### src/rtl/core/spq_pkg.sv
// ----------------------------------------------------------------------------
// spq_pkg
// shared types, sizes and codes of the stable priority packet queue
// ----------------------------------------------------------------------------
package spq_pkg;

  // number of cells in the chain
  localparam int DEPTH   = 16;
  localparam int CNT_W   = $clog2(DEPTH + 1);

  localparam int PRIO_W  = 3;
  localparam int TIME_W  = 16;
  localparam int STAT_W  = 2;
  localparam int OCC_W   = 5;

  // request kinds
  localparam logic ACT_INSERT = 1'b0;
  localparam logic ACT_POP    = 1'b1;

  // result status codes
  localparam logic [STAT_W-1:0] ST_OK    = 2'd0;
  localparam logic [STAT_W-1:0] ST_EMPTY = 2'd1;
  localparam logic [STAT_W-1:0] ST_FULL  = 2'd2;

  typedef struct packed {
    logic [PRIO_W-1:0] prio;
    logic [TIME_W-1:0] arrival;
    logic [TIME_W-1:0] duration;
  } entry_t;

  // broadcast to every cell
  typedef struct packed {
    logic   push;
    logic   pop;
    entry_t entry;
  } cmd_t;

  // where a cell sits relative to the fill count
  typedef struct packed {
    logic occ;
    logic tail;
  } pos_t;

endpackage

### src/rtl/core/spq_cell.sv
// ----------------------------------------------------------------------------
// spq_cell
// one slot of the sorted chain: compares the new key and shifts with neighbors
// ----------------------------------------------------------------------------
module spq_cell (
  input  logic           clk,
  input  spq_pkg::cmd_t  cmd,
  input  spq_pkg::pos_t  pos,
  input  spq_pkg::entry_t left_entry,
  input  logic           left_ins,
  input  spq_pkg::entry_t right_entry,
  output spq_pkg::entry_t entry,
  output logic           ins_here
);

  logic goes_before;

  // new key is strictly ahead of the stored one; ties stay behind
  assign goes_before = (cmd.entry.prio > entry.prio) ||
                       ((cmd.entry.prio == entry.prio) &&
                        (cmd.entry.arrival < entry.arrival));

  assign ins_here = pos.tail || (pos.occ && goes_before);

  always_ff @(posedge clk) begin
    if (cmd.push) begin
      if (left_ins) begin
        entry <= left_entry;
      end else if (ins_here) begin
        entry <= cmd.entry;
      end
    end else if (cmd.pop) begin
      entry <= right_entry;
    end
  end

endmodule

### src/rtl/core/stable_priority_packet_queue.sv
// ----------------------------------------------------------------------------
// stable_priority_packet_queue
// sorted descriptor queue built as a chain of compare-and-shift cells
// ----------------------------------------------------------------------------
// Each request either inserts a descriptor (priority, arrival, transmission
// time) at its sorted place or pops the front one. Order is higher priority
// first, then earlier arrival; exact ties leave in first-in order. On each
// request all cells compare the new key against their own entry in
// parallel and each loads from its left neighbor, the new key, its right
// neighbor or itself, so the whole cell chain updates together. One
// result register sits on the output; a new request is taken in the same
// cycle the pending result is taken, so the sustained rate is one request per
// cycle while the consumer keeps out_ready high. A pop on an empty queue
// returns status 1 and an insert into a full queue is dropped with status 2;
// both leave the queue unchanged. occupancy is the entry count after the
// request. There is no clearing pass: only the count and out_valid are reset.
// ----------------------------------------------------------------------------
module stable_priority_packet_queue (
  input  logic                             clk,
  input  logic                             rst,
  input  logic                             in_valid,
  output logic                             in_ready,
  input  logic                             action,
  input  logic [spq_pkg::PRIO_W-1:0]       prio,
  input  logic [spq_pkg::TIME_W-1:0]       arrival_time,
  input  logic [spq_pkg::TIME_W-1:0]       transmission_time,
  output logic                             out_valid,
  input  logic                             out_ready,
  output logic [spq_pkg::STAT_W-1:0]       status,
  output logic [spq_pkg::PRIO_W-1:0]       out_prio,
  output logic [spq_pkg::TIME_W-1:0]       out_arrival,
  output logic [spq_pkg::TIME_W-1:0]       out_transmission,
  output logic [spq_pkg::OCC_W-1:0]        occupancy
);

  logic [spq_pkg::CNT_W-1:0] count;
  logic [spq_pkg::CNT_W-1:0] count_next;
  logic                      accept;
  logic                      empty;
  logic                      full;
  spq_pkg::cmd_t             cmd;

  spq_pkg::entry_t           cell_entry [spq_pkg::DEPTH];
  logic                      cell_ins   [spq_pkg::DEPTH];

  // result register frees up when it is empty or being taken; no requests in reset
  assign in_ready = !rst && (!out_valid || out_ready);
  assign accept   = in_valid && in_ready;
  assign empty    = (count == '0);
  assign full     = (count == spq_pkg::CNT_W'(spq_pkg::DEPTH));

  always_comb begin
    cmd.push           = accept && (action == spq_pkg::ACT_INSERT) && !full;
    cmd.pop            = accept && (action == spq_pkg::ACT_POP) && !empty;
    cmd.entry.prio     = prio;
    cmd.entry.arrival  = arrival_time;
    cmd.entry.duration = transmission_time;
  end

  always_comb begin
    count_next = count;
    if (cmd.push) begin
      count_next = count + 1'b1;
    end else if (cmd.pop) begin
      count_next = count - 1'b1;
    end
  end

  // the chain; cell 0 is the front of the queue
  for (genvar i = 0; i < spq_pkg::DEPTH; i++) begin : g_cell
    spq_pkg::pos_t   pos;
    spq_pkg::entry_t left_entry;
    spq_pkg::entry_t right_entry;
    logic            left_ins;

    assign pos.occ  = (spq_pkg::CNT_W'(i) < count);
    assign pos.tail = (spq_pkg::CNT_W'(i) == count);

    if (i == 0) begin : g_first
      // nothing to the left of the front
      assign left_entry = cmd.entry;
      assign left_ins   = 1'b0;
    end else begin : g_mid
      assign left_entry = cell_entry[i-1];
      assign left_ins   = cell_ins[i-1];
    end

    if (i == spq_pkg::DEPTH - 1) begin : g_last
      // last cell holds on a pop, it is no longer counted anyway
      assign right_entry = cell_entry[i];
    end else begin : g_inner
      assign right_entry = cell_entry[i+1];
    end

    spq_cell u_cell (
      .clk         (clk),
      .cmd         (cmd),
      .pos         (pos),
      .left_entry  (left_entry),
      .left_ins    (left_ins),
      .right_entry (right_entry),
      .entry       (cell_entry[i]),
      .ins_here    (cell_ins[i])
    );
  end

  always_ff @(posedge clk) begin
    if (rst) begin
      count     <= '0;
      out_valid <= 1'b0;
    end else begin
      count <= count_next;
      if (accept) begin
        out_valid <= 1'b1;
      end else if (out_ready) begin
        out_valid <= 1'b0;
      end
    end
  end

  // result payload, loaded with each request
  always_ff @(posedge clk) begin
    if (accept) begin
      status           <= spq_pkg::ST_OK;
      out_prio         <= '0;
      out_arrival      <= '0;
      out_transmission <= '0;
      occupancy        <= spq_pkg::OCC_W'(count_next);
      if (action == spq_pkg::ACT_POP) begin
        if (empty) begin
          status <= spq_pkg::ST_EMPTY;
        end else begin
          out_prio         <= cell_entry[0].prio;
          out_arrival      <= cell_entry[0].arrival;
          out_transmission <= cell_entry[0].duration;
        end
      end else if (full) begin
        status <= spq_pkg::ST_FULL;
      end
    end
  end

  // count never passes the number of cells
  a_count_bound: assert property (@(posedge clk) disable iff (rst)
    count <= spq_pkg::CNT_W'(spq_pkg::DEPTH))
    else $error("entry count above depth");

  // a pending result always reports the current count
  a_occ_match: assert property (@(posedge clk) disable iff (rst)
    out_valid |-> (occupancy == spq_pkg::OCC_W'(count)))
    else $error("occupancy out of step with count");

  // the two front entries stay in sorted order
  a_front_sorted: assert property (@(posedge clk) disable iff (rst)
    (count >= spq_pkg::CNT_W'(2)) |->
      ((cell_entry[0].prio > cell_entry[1].prio) ||
       ((cell_entry[0].prio == cell_entry[1].prio) &&
        (cell_entry[0].arrival <= cell_entry[1].arrival))))
    else $error("front entries out of order");

  // a pop on an empty queue reports the error and leaves the count alone
  a_pop_empty: assert property (@(posedge clk) disable iff (rst)
    (accept && (action == spq_pkg::ACT_POP) && empty) |=>
      ((status == spq_pkg::ST_EMPTY) && (count == '0)))
    else $error("pop on empty mishandled");

  // a dropped insert keeps the queue full
  a_drop_full: assert property (@(posedge clk) disable iff (rst)
    (accept && (action == spq_pkg::ACT_INSERT) && full) |=>
      ((status == spq_pkg::ST_FULL) && $stable(count)))
    else $error("insert on full mishandled");

endmodule
### config.mk
export PLATFORM = sky130hd
export DESIGN_NAME = stable_priority_packet_queue
export DESIGN_NICKNAME = d
export VERILOG_FILES = /design/src/rtl/core/spq_pkg.sv /design/src/rtl/core/spq_cell.sv /design/src/rtl/core/stable_priority_packet_queue.sv
export SDC_FILE = /design/constraint.sdc
export NUM_CORES = 2
export LEC_CHECK = 0
export BUFFER_PORTS_ARGS = -buffer_cell sky130_fd_sc_hd__buf_2
export CORE_MARGIN = 5
export CORE_UTILIZATION = 50
export CTS_BUF_LIST = sky130_fd_sc_hd__clkbuf_4 sky130_fd_sc_hd__clkbuf_8
export CTS_CLUSTER_DIAMETER = 100
export DETAILED_ROUTE_END_ITERATION = 8
export GPL_TIMING_DRIVEN = 1
export PLACE_DENSITY = 0.7
export SLEW_MARGIN = 20
export SYNTH_ARGS = -nofsm -noshare
export SYNTH_HDL_FRONTEND = slang
export SYNTH_SLANG_ARGS = --single-unit
### constraint.sdc
create_clock -name clk -period 6.7 [get_ports clk]
set_input_delay 1.005 -clock clk [delete_from_list [all_inputs] [get_ports clk]]
set_output_delay 1.005 -clock clk [all_outputs]
set_load 0.01 [all_outputs]
==> report_table.html <==
<table>
<tr><th>Metric</th><th>Value</th></tr>
<tr><th colspan="2">STA</th></tr>
<tr><td>Clock skew after layout</td><td>25.7 ps</td></tr>
<tr><td>Minimum clock period after layout</td><td>between 4000 and 5000 ps</td></tr>
<tr><td>RSZ-0062 raised after global routing</td><td>false</td></tr>
<tr><td>Number of failing setup endpoints in the final timing report</td><td>0</td></tr>
<tr><td>Crit share post-route</td><td>a little over two thirds</td></tr>
<tr><td>Setup total negative slack</td><td>0 ps</td></tr>
<tr><td>Worst-case setup margin in the final layout</td><td>slightly above 2000 ps</td></tr>
<tr><td>Worst Max-Slew Pin Slew</td><td>between 1000 and 1500 ps</td></tr>
<tr><td>Number of hold violations in the final report</td><td>0</td></tr>
<tr><td>Final count of pins violating max slew</td><td>0</td></tr>
<tr><td>Highest clock frequency the design can meet</td><td>between 0.2 and 0.25 GHz</td></tr>
<tr><td>Relative max-transition margin</td><td>between 15 and 20%</td></tr>
<tr><th colspan="2">Floorplan</th></tr>
<tr><td>Number of core rows</td><td>100</td></tr>
<tr><td>Initial Util</td><td>between 50% and 60%</td></tr>
<tr><td>IO Count</td><td>84</td></tr>
<tr><td>Vertical die dimension</td><td>~280 µm</td></tr>
<tr><td>Core footprint</td><td>roughly 74000 µm²</td></tr>
<tr><td>Die width</td><td>approximately 280 µm</td></tr>
<tr><td>Die footprint</td><td>80300 µm²</td></tr>
<tr><th colspan="2">Cells and area</th></tr>
<tr><td>Finished Core Util</td><td>a little over half</td></tr>
<tr><td>Fraction of final layout cells sized beyond drive strength 1</td><td>~14%</td></tr>
<tr><td>Area added between synthesis and finish</td><td>8.88%</td></tr>
<tr><td>Net total in the final layout</td><td>slightly below 4k</td></tr>
<tr><th colspan="2">Global route</th></tr>
<tr><td>All-Layer GR Usage</td><td>about 25%</td></tr>
<tr><td>Via count of the first global-routing pass</td><td>~29k</td></tr>
<tr><td>Maximum number of pins on one net before global-route repair</td><td>281</td></tr>
<tr><td>Wire length of the first global-routing pass</td><td>~160000 µm</td></tr>
<tr><td>Total congestion overflow after global routing</td><td>0</td></tr>
<tr><td>Initial antenna violation count</td><td>12</td></tr>
<tr><th colspan="2">Clock network</th></tr>
<tr><td>Deepest clock path buffer count</td><td>3</td></tr>
<tr><td>Clock buffers created by TritonCTS</td><td>around 100</td></tr>
<tr><td>CTS sink cnt</td><td>around 600</td></tr>
<tr><td>Number of buffers inserted by post-CTS setup repair</td><td>0</td></tr>
<tr><td>Latest clock arrival within the worst-skew pair</td><td>730 ps</td></tr>
<tr><td>Register clock-pin slew on the reported worst setup and hold paths</td><td>about 60 ps</td></tr>
<tr><td>CTS Root Buffer Type</td><td>sky130_fd_sc_hd__clkbuf_8</td></tr>
<tr><td>Hold_buf cts</td><td>0</td></tr>
<tr><td>Number of gates resized after cts</td><td>0</td></tr>
<tr><td>Clock tree from TritonCTS</td><td>done</td></tr>
<tr><td>Level count of the clock H-tree</td><td>3</td></tr>
<tr><th colspan="2">Critical path</th></tr>
<tr><td>End of the worst register-to-register path</td><td>g_cell[14].u_cell.entry[6]</td></tr>
<tr><td>Number of cells on the worst reg-to-reg path</td><td>10</td></tr>
<tr><td>Req. time, crit path</td><td>around 7000 ps</td></tr>
<tr><td>Critical path endpoint category</td><td>flip-flop</td></tr>
<tr><td>Worst setup slack for register-to-register paths</td><td>2290 ps</td></tr>
<tr><td>Startpoint of the lowest-slack register-to-register path</td><td>g_cell[14].u_cell.entry[29]</td></tr>
<tr><td>Arrival @ worst endpoint</td><td>slightly above 5000 ps</td></tr>
<tr><td>Kind of launch point of the worst setup path</td><td>input pin</td></tr>
<tr><td>Critical-path maximum fanout</td><td>37</td></tr>
<tr><td>Class of the most critical setup path</td><td>in -&gt; reg</td></tr>
<tr><th colspan="2">Place</th></tr>
<tr><td>Count of port buffers added during placement</td><td>between 80 and 90</td></tr>
<tr><td>Detail Placement HPWL</td><td>74500 µm</td></tr>
<tr><td>Post-placement worst setup slack</td><td>roughly 1400 ps</td></tr>
<tr><td>Final estimated routing congestion in global placement</td><td>slightly below 0.9</td></tr>
<tr><th colspan="2">Route</th></tr>
<tr><td>Length of the first detailed-routing pass in iterations</td><td>6</td></tr>
<tr><td>Number of vias per cell</td><td>roughly 6.4</td></tr>
<tr><td>Average routed wire per standard cell</td><td>between 20 and 25 µm</td></tr>
<tr><td>Via total after detailed routing</td><td>just under 30k</td></tr>
<tr><td>Sum of routed wire length over all layers</td><td>104000 µm</td></tr>
<tr><td>Residual DRC</td><td>0</td></tr>
<tr><td>Antenna violation net count after detailed routing</td><td>0</td></tr>
<tr><td>Initial DRC Count</td><td>2819</td></tr>
<tr><th colspan="2">Flow run</th></tr>
<tr><td>Count of maximum capacitance violations</td><td>0</td></tr>
<tr><th colspan="2">Synth</th></tr>
<tr><td>Synthesized flop and latch total</td><td>~610</td></tr>
<tr><td>Per-instance average area after synthesis</td><td>roughly 11 µm²</td></tr>
<tr><td>Unique masters post-synth</td><td>73</td></tr>
<tr><td>Synth warnings</td><td>0</td></tr>
<tr><td>Cell area after synthesis</td><td>~37000 µm²</td></tr>
<tr><td>Area fraction of the dominant cell type after synthesis</td><td>between 40% and 50%</td></tr>
<tr><td>Synthesized netlist net count</td><td>3883</td></tr>
<tr><td>Number of enable-type register cells in the synthesized netlist</td><td>about 600</td></tr>
<tr><td>Share of synthesized area occupied by flip-flops and latches</td><td>~50%</td></tr>
<tr><td>Biggest area consumer among synthesized cells</td><td>sky130_fd_sc_hd__edfxtp_1</td></tr>
<tr><td>Top-count cell post-synth</td><td>sky130_fd_sc_hd__edfxtp_1</td></tr>
<tr><td>FFs w/ async S/R, synth</td><td>0%</td></tr>
<tr><td>Cell types occupying the most area after synthesis</td><td>sky130_fd_sc_hd__edfxtp_1 (48%), sky130_fd_sc_hd__ha_1 (9.8%), sky130_fd_sc_hd__nand2_1 (4.4%)</td></tr>
<tr><td>Commonest cells in the synthesized netlist</td><td>sky130_fd_sc_hd__edfxtp_1 (602), sky130_fd_sc_hd__nand2_1 (439), sky130_fd_sc_hd__ha_1 (293)</td></tr>
<tr><td>Synthesized instance count</td><td>between 3k and 4k</td></tr>
<tr><td>Primary FF master, synth</td><td>sky130_fd_sc_hd__edfxtp_1</td></tr>
<tr><th colspan="2">Pwr</th></tr>
<tr><td>Power share of the clock group</td><td>35.5%</td></tr>
<tr><td>Logic gate share of total power</td><td>around 15%</td></tr>
<tr><td>Leakage component of the power</td><td>approximately 17 nW</td></tr>
<tr><td>Power dissipated by switching net loads</td><td>between 2 and 3 mW</td></tr>
<tr><td>Switching Share</td><td>about 29%</td></tr>
<tr><td>Worst ir drop on vdd</td><td>about 170 µV</td></tr>
<tr><td>Proportion of power drawn by flip-flops and latches</td><td>between 40 and 50%</td></tr>
<tr><td>Internal power component</td><td>6.52 mW</td></tr>
<tr><td>Total chip power</td><td>between 9 and 10 mW</td></tr>
<tr><td>PwrDens</td><td>between 200 and 250 nW/µm²</td></tr>
<tr><th colspan="2">Worst hold path</th></tr>
<tr><td>Number of cells traversed by the worst hold path</td><td>2</td></tr>
<tr><td>End of the worst hold path</td><td>g_cell[10].u_cell.entry[10]</td></tr>
<tr><td>Start point of the worst min-delay path</td><td>g_cell[11].u_cell.entry[10]</td></tr>
<tr><td>Worst min-delay path class</td><td>reg -&gt; reg</td></tr>
<tr><th colspan="2">Outcome</th></tr>
<tr><td>Run status</td><td>finished clean</td></tr>
</table>
[power by group through the flow]
stage	registers (mW)	clock network [mW]	logic [mW]
finish	4.50	3.26	1.41
detailed placement	4.58	0	1.39
global placement	4.58	0	1.34
CTS	4.50	3.30	1.39
global route	4.52	3.48	1.56
floorplan	4.55	0	0.982
[layout by cell type (no fill, tap or decap), types with 11 or more instances in the layout]
cell / netlist / layout
sky130_fd_sc_hd__nor2b_1: 18 / 18
sky130_fd_sc_hd__a21o_1: 32 / 32
sky130_fd_sc_hd__a21oi_1: 101 / 94
sky130_fd_sc_hd__ha_1: 293 / 293
sky130_fd_sc_hd__and3_1: 25 / 25
sky130_fd_sc_hd__clkinv_1: 0 / 31
sky130_fd_sc_hd__buf_2: 86 / 83
sky130_fd_sc_hd__nand2b_1: 59 / 59
sky130_fd_sc_hd__buf_4: 17 / 51
sky130_fd_sc_hd__o211ai_1: 148 / 148
sky130_fd_sc_hd__clkbuf_4: 0 / 25
sky130_fd_sc_hd__o21ai_0: 271 / 271
sky130_fd_sc_hd__edfxtp_1: 602 / 602
sky130_fd_sc_hd__nor3_1: 42 / 42
sky130_fd_sc_hd__inv_1: 286 / 285
sky130_fd_sc_hd__nand3_1: 210 / 206
sky130_fd_sc_hd__nand2_1: 439 / 435
sky130_fd_sc_hd__a31oi_4: 0 / 11
sky130_fd_sc_hd__nand4_1: 22 / 22
sky130_fd_sc_hd__nor2_1: 82 / 82
sky130_fd_sc_hd__o221a_2: 120 / 120
sky130_fd_sc_hd__o22ai_1: 57 / 57
sky130_fd_sc_hd__mux2i_1: 140 / 140
sky130_fd_sc_hd__a211oi_1: 18 / 18
sky130_fd_sc_hd__clkinv_2: 0 / 12
sky130_fd_sc_hd__mux2_2: 35 / 35
sky130_fd_sc_hd__a2bb2oi_1: 18 / 18
sky130_fd_sc_hd__clkbuf_8: 0 / 104
sky130_fd_sc_hd__o221ai_1: 121 / 120
sky130_fd_sc_hd__and4_1: 11 / 11
[worst max path at each step]
stage	start	to	slack [ps]	cells after the start
after floorplan	prio[0]	g_cell[1].u_cell.entry[0]	1250	11
after global placement	arrival_time[6]	g_cell[15].u_cell.entry[25]	1500	9
after detailed placement	arrival_time[14]	g_cell[15].u_cell.entry[26]	1440	9
after CTS	arrival_time[14]	g_cell[15].u_cell.entry[23]	2210	9
after global routing	arrival_time[6]	g_cell[15].u_cell.entry[28]	1980	9
final	arrival_time[14]	g_cell[14].u_cell.entry[6]	2030	9
[metal layers]
| metal | part of all wire (%) | track usage [%] | up-vias | wire (µm) |
|---|---|---|---|---|
| li1 | - | - | 13499 | - |
| met1 | 42 | 33.2 | 14359 | 43600 |
| met2 | 47 | 41.0 | 1096 | 49200 |
| met3 | 6.9 | 4.61 | 224 | 7150 |
| met4 | 4.0 | 9.74 | 8 | 4200 |
| met5 | 0.058 | 0 | - | 61 |
[final cells by class]
cell class | count | area (µm²)
Antenna cell | 8 | 20.0
Sequential cell | 608 | 18200
Clock buffer | 129 | 1620
Multi-Input combinational cell | 2387 | 17200
Tap cell | 969 | 1210
Inverter | 287 | 1080
Clock inverter | 52 | 289
Fill cell | 6581 | 33700
Timing Repair Buffer | 142 | 1010
[sequential cells by signal, summed over array words and instances (netlist names)]
| signal | count |
|---|---|
| occupancy | 5 |
| out_valid | 1 |
| out_transmission | 16 |
| count | 5 |
| out_prio | 3 |
| out_arrival | 16 |
| g_cell.u_cell.entry | 560 |
| status | 2 |
[logic make-up after synthesis]
family          count (synthesis)  share of synthesized area, %
buf+inv                       555                          6.16
simple gates                  934                          11.5
compound gates                981                          18.9
fa+ha+maj                     293                          9.82
xor+xnor                        4                        0.0938
flops                         608                          48.7
mux                           175                          4.81
[stage by stage]
step	hold WS [ps]	cell area [µm²]	std cells
after floorplan	518	37300	3550
after global placement	546	38500	4386
after detailed placement	552	38700	4390
after CTS	499	40600	4571
after global routing	530	40700	4576
final	564	40700	4582
[critical path, stage by stage]
cell and delay, ps:
sky130_fd_sc_hd__buf_2 490, sky130_fd_sc_hd__ha_1 350, sky130_fd_sc_hd__nand4_1 130, sky130_fd_sc_hd__nor2_1 100
sky130_fd_sc_hd__a2111oi_0 1010, sky130_fd_sc_hd__a21oi_1 170, sky130_fd_sc_hd__o22a_2 590, sky130_fd_sc_hd__a41oi_4 710
sky130_fd_sc_hd__buf_4 430
(Power assumes the default switching activity.)
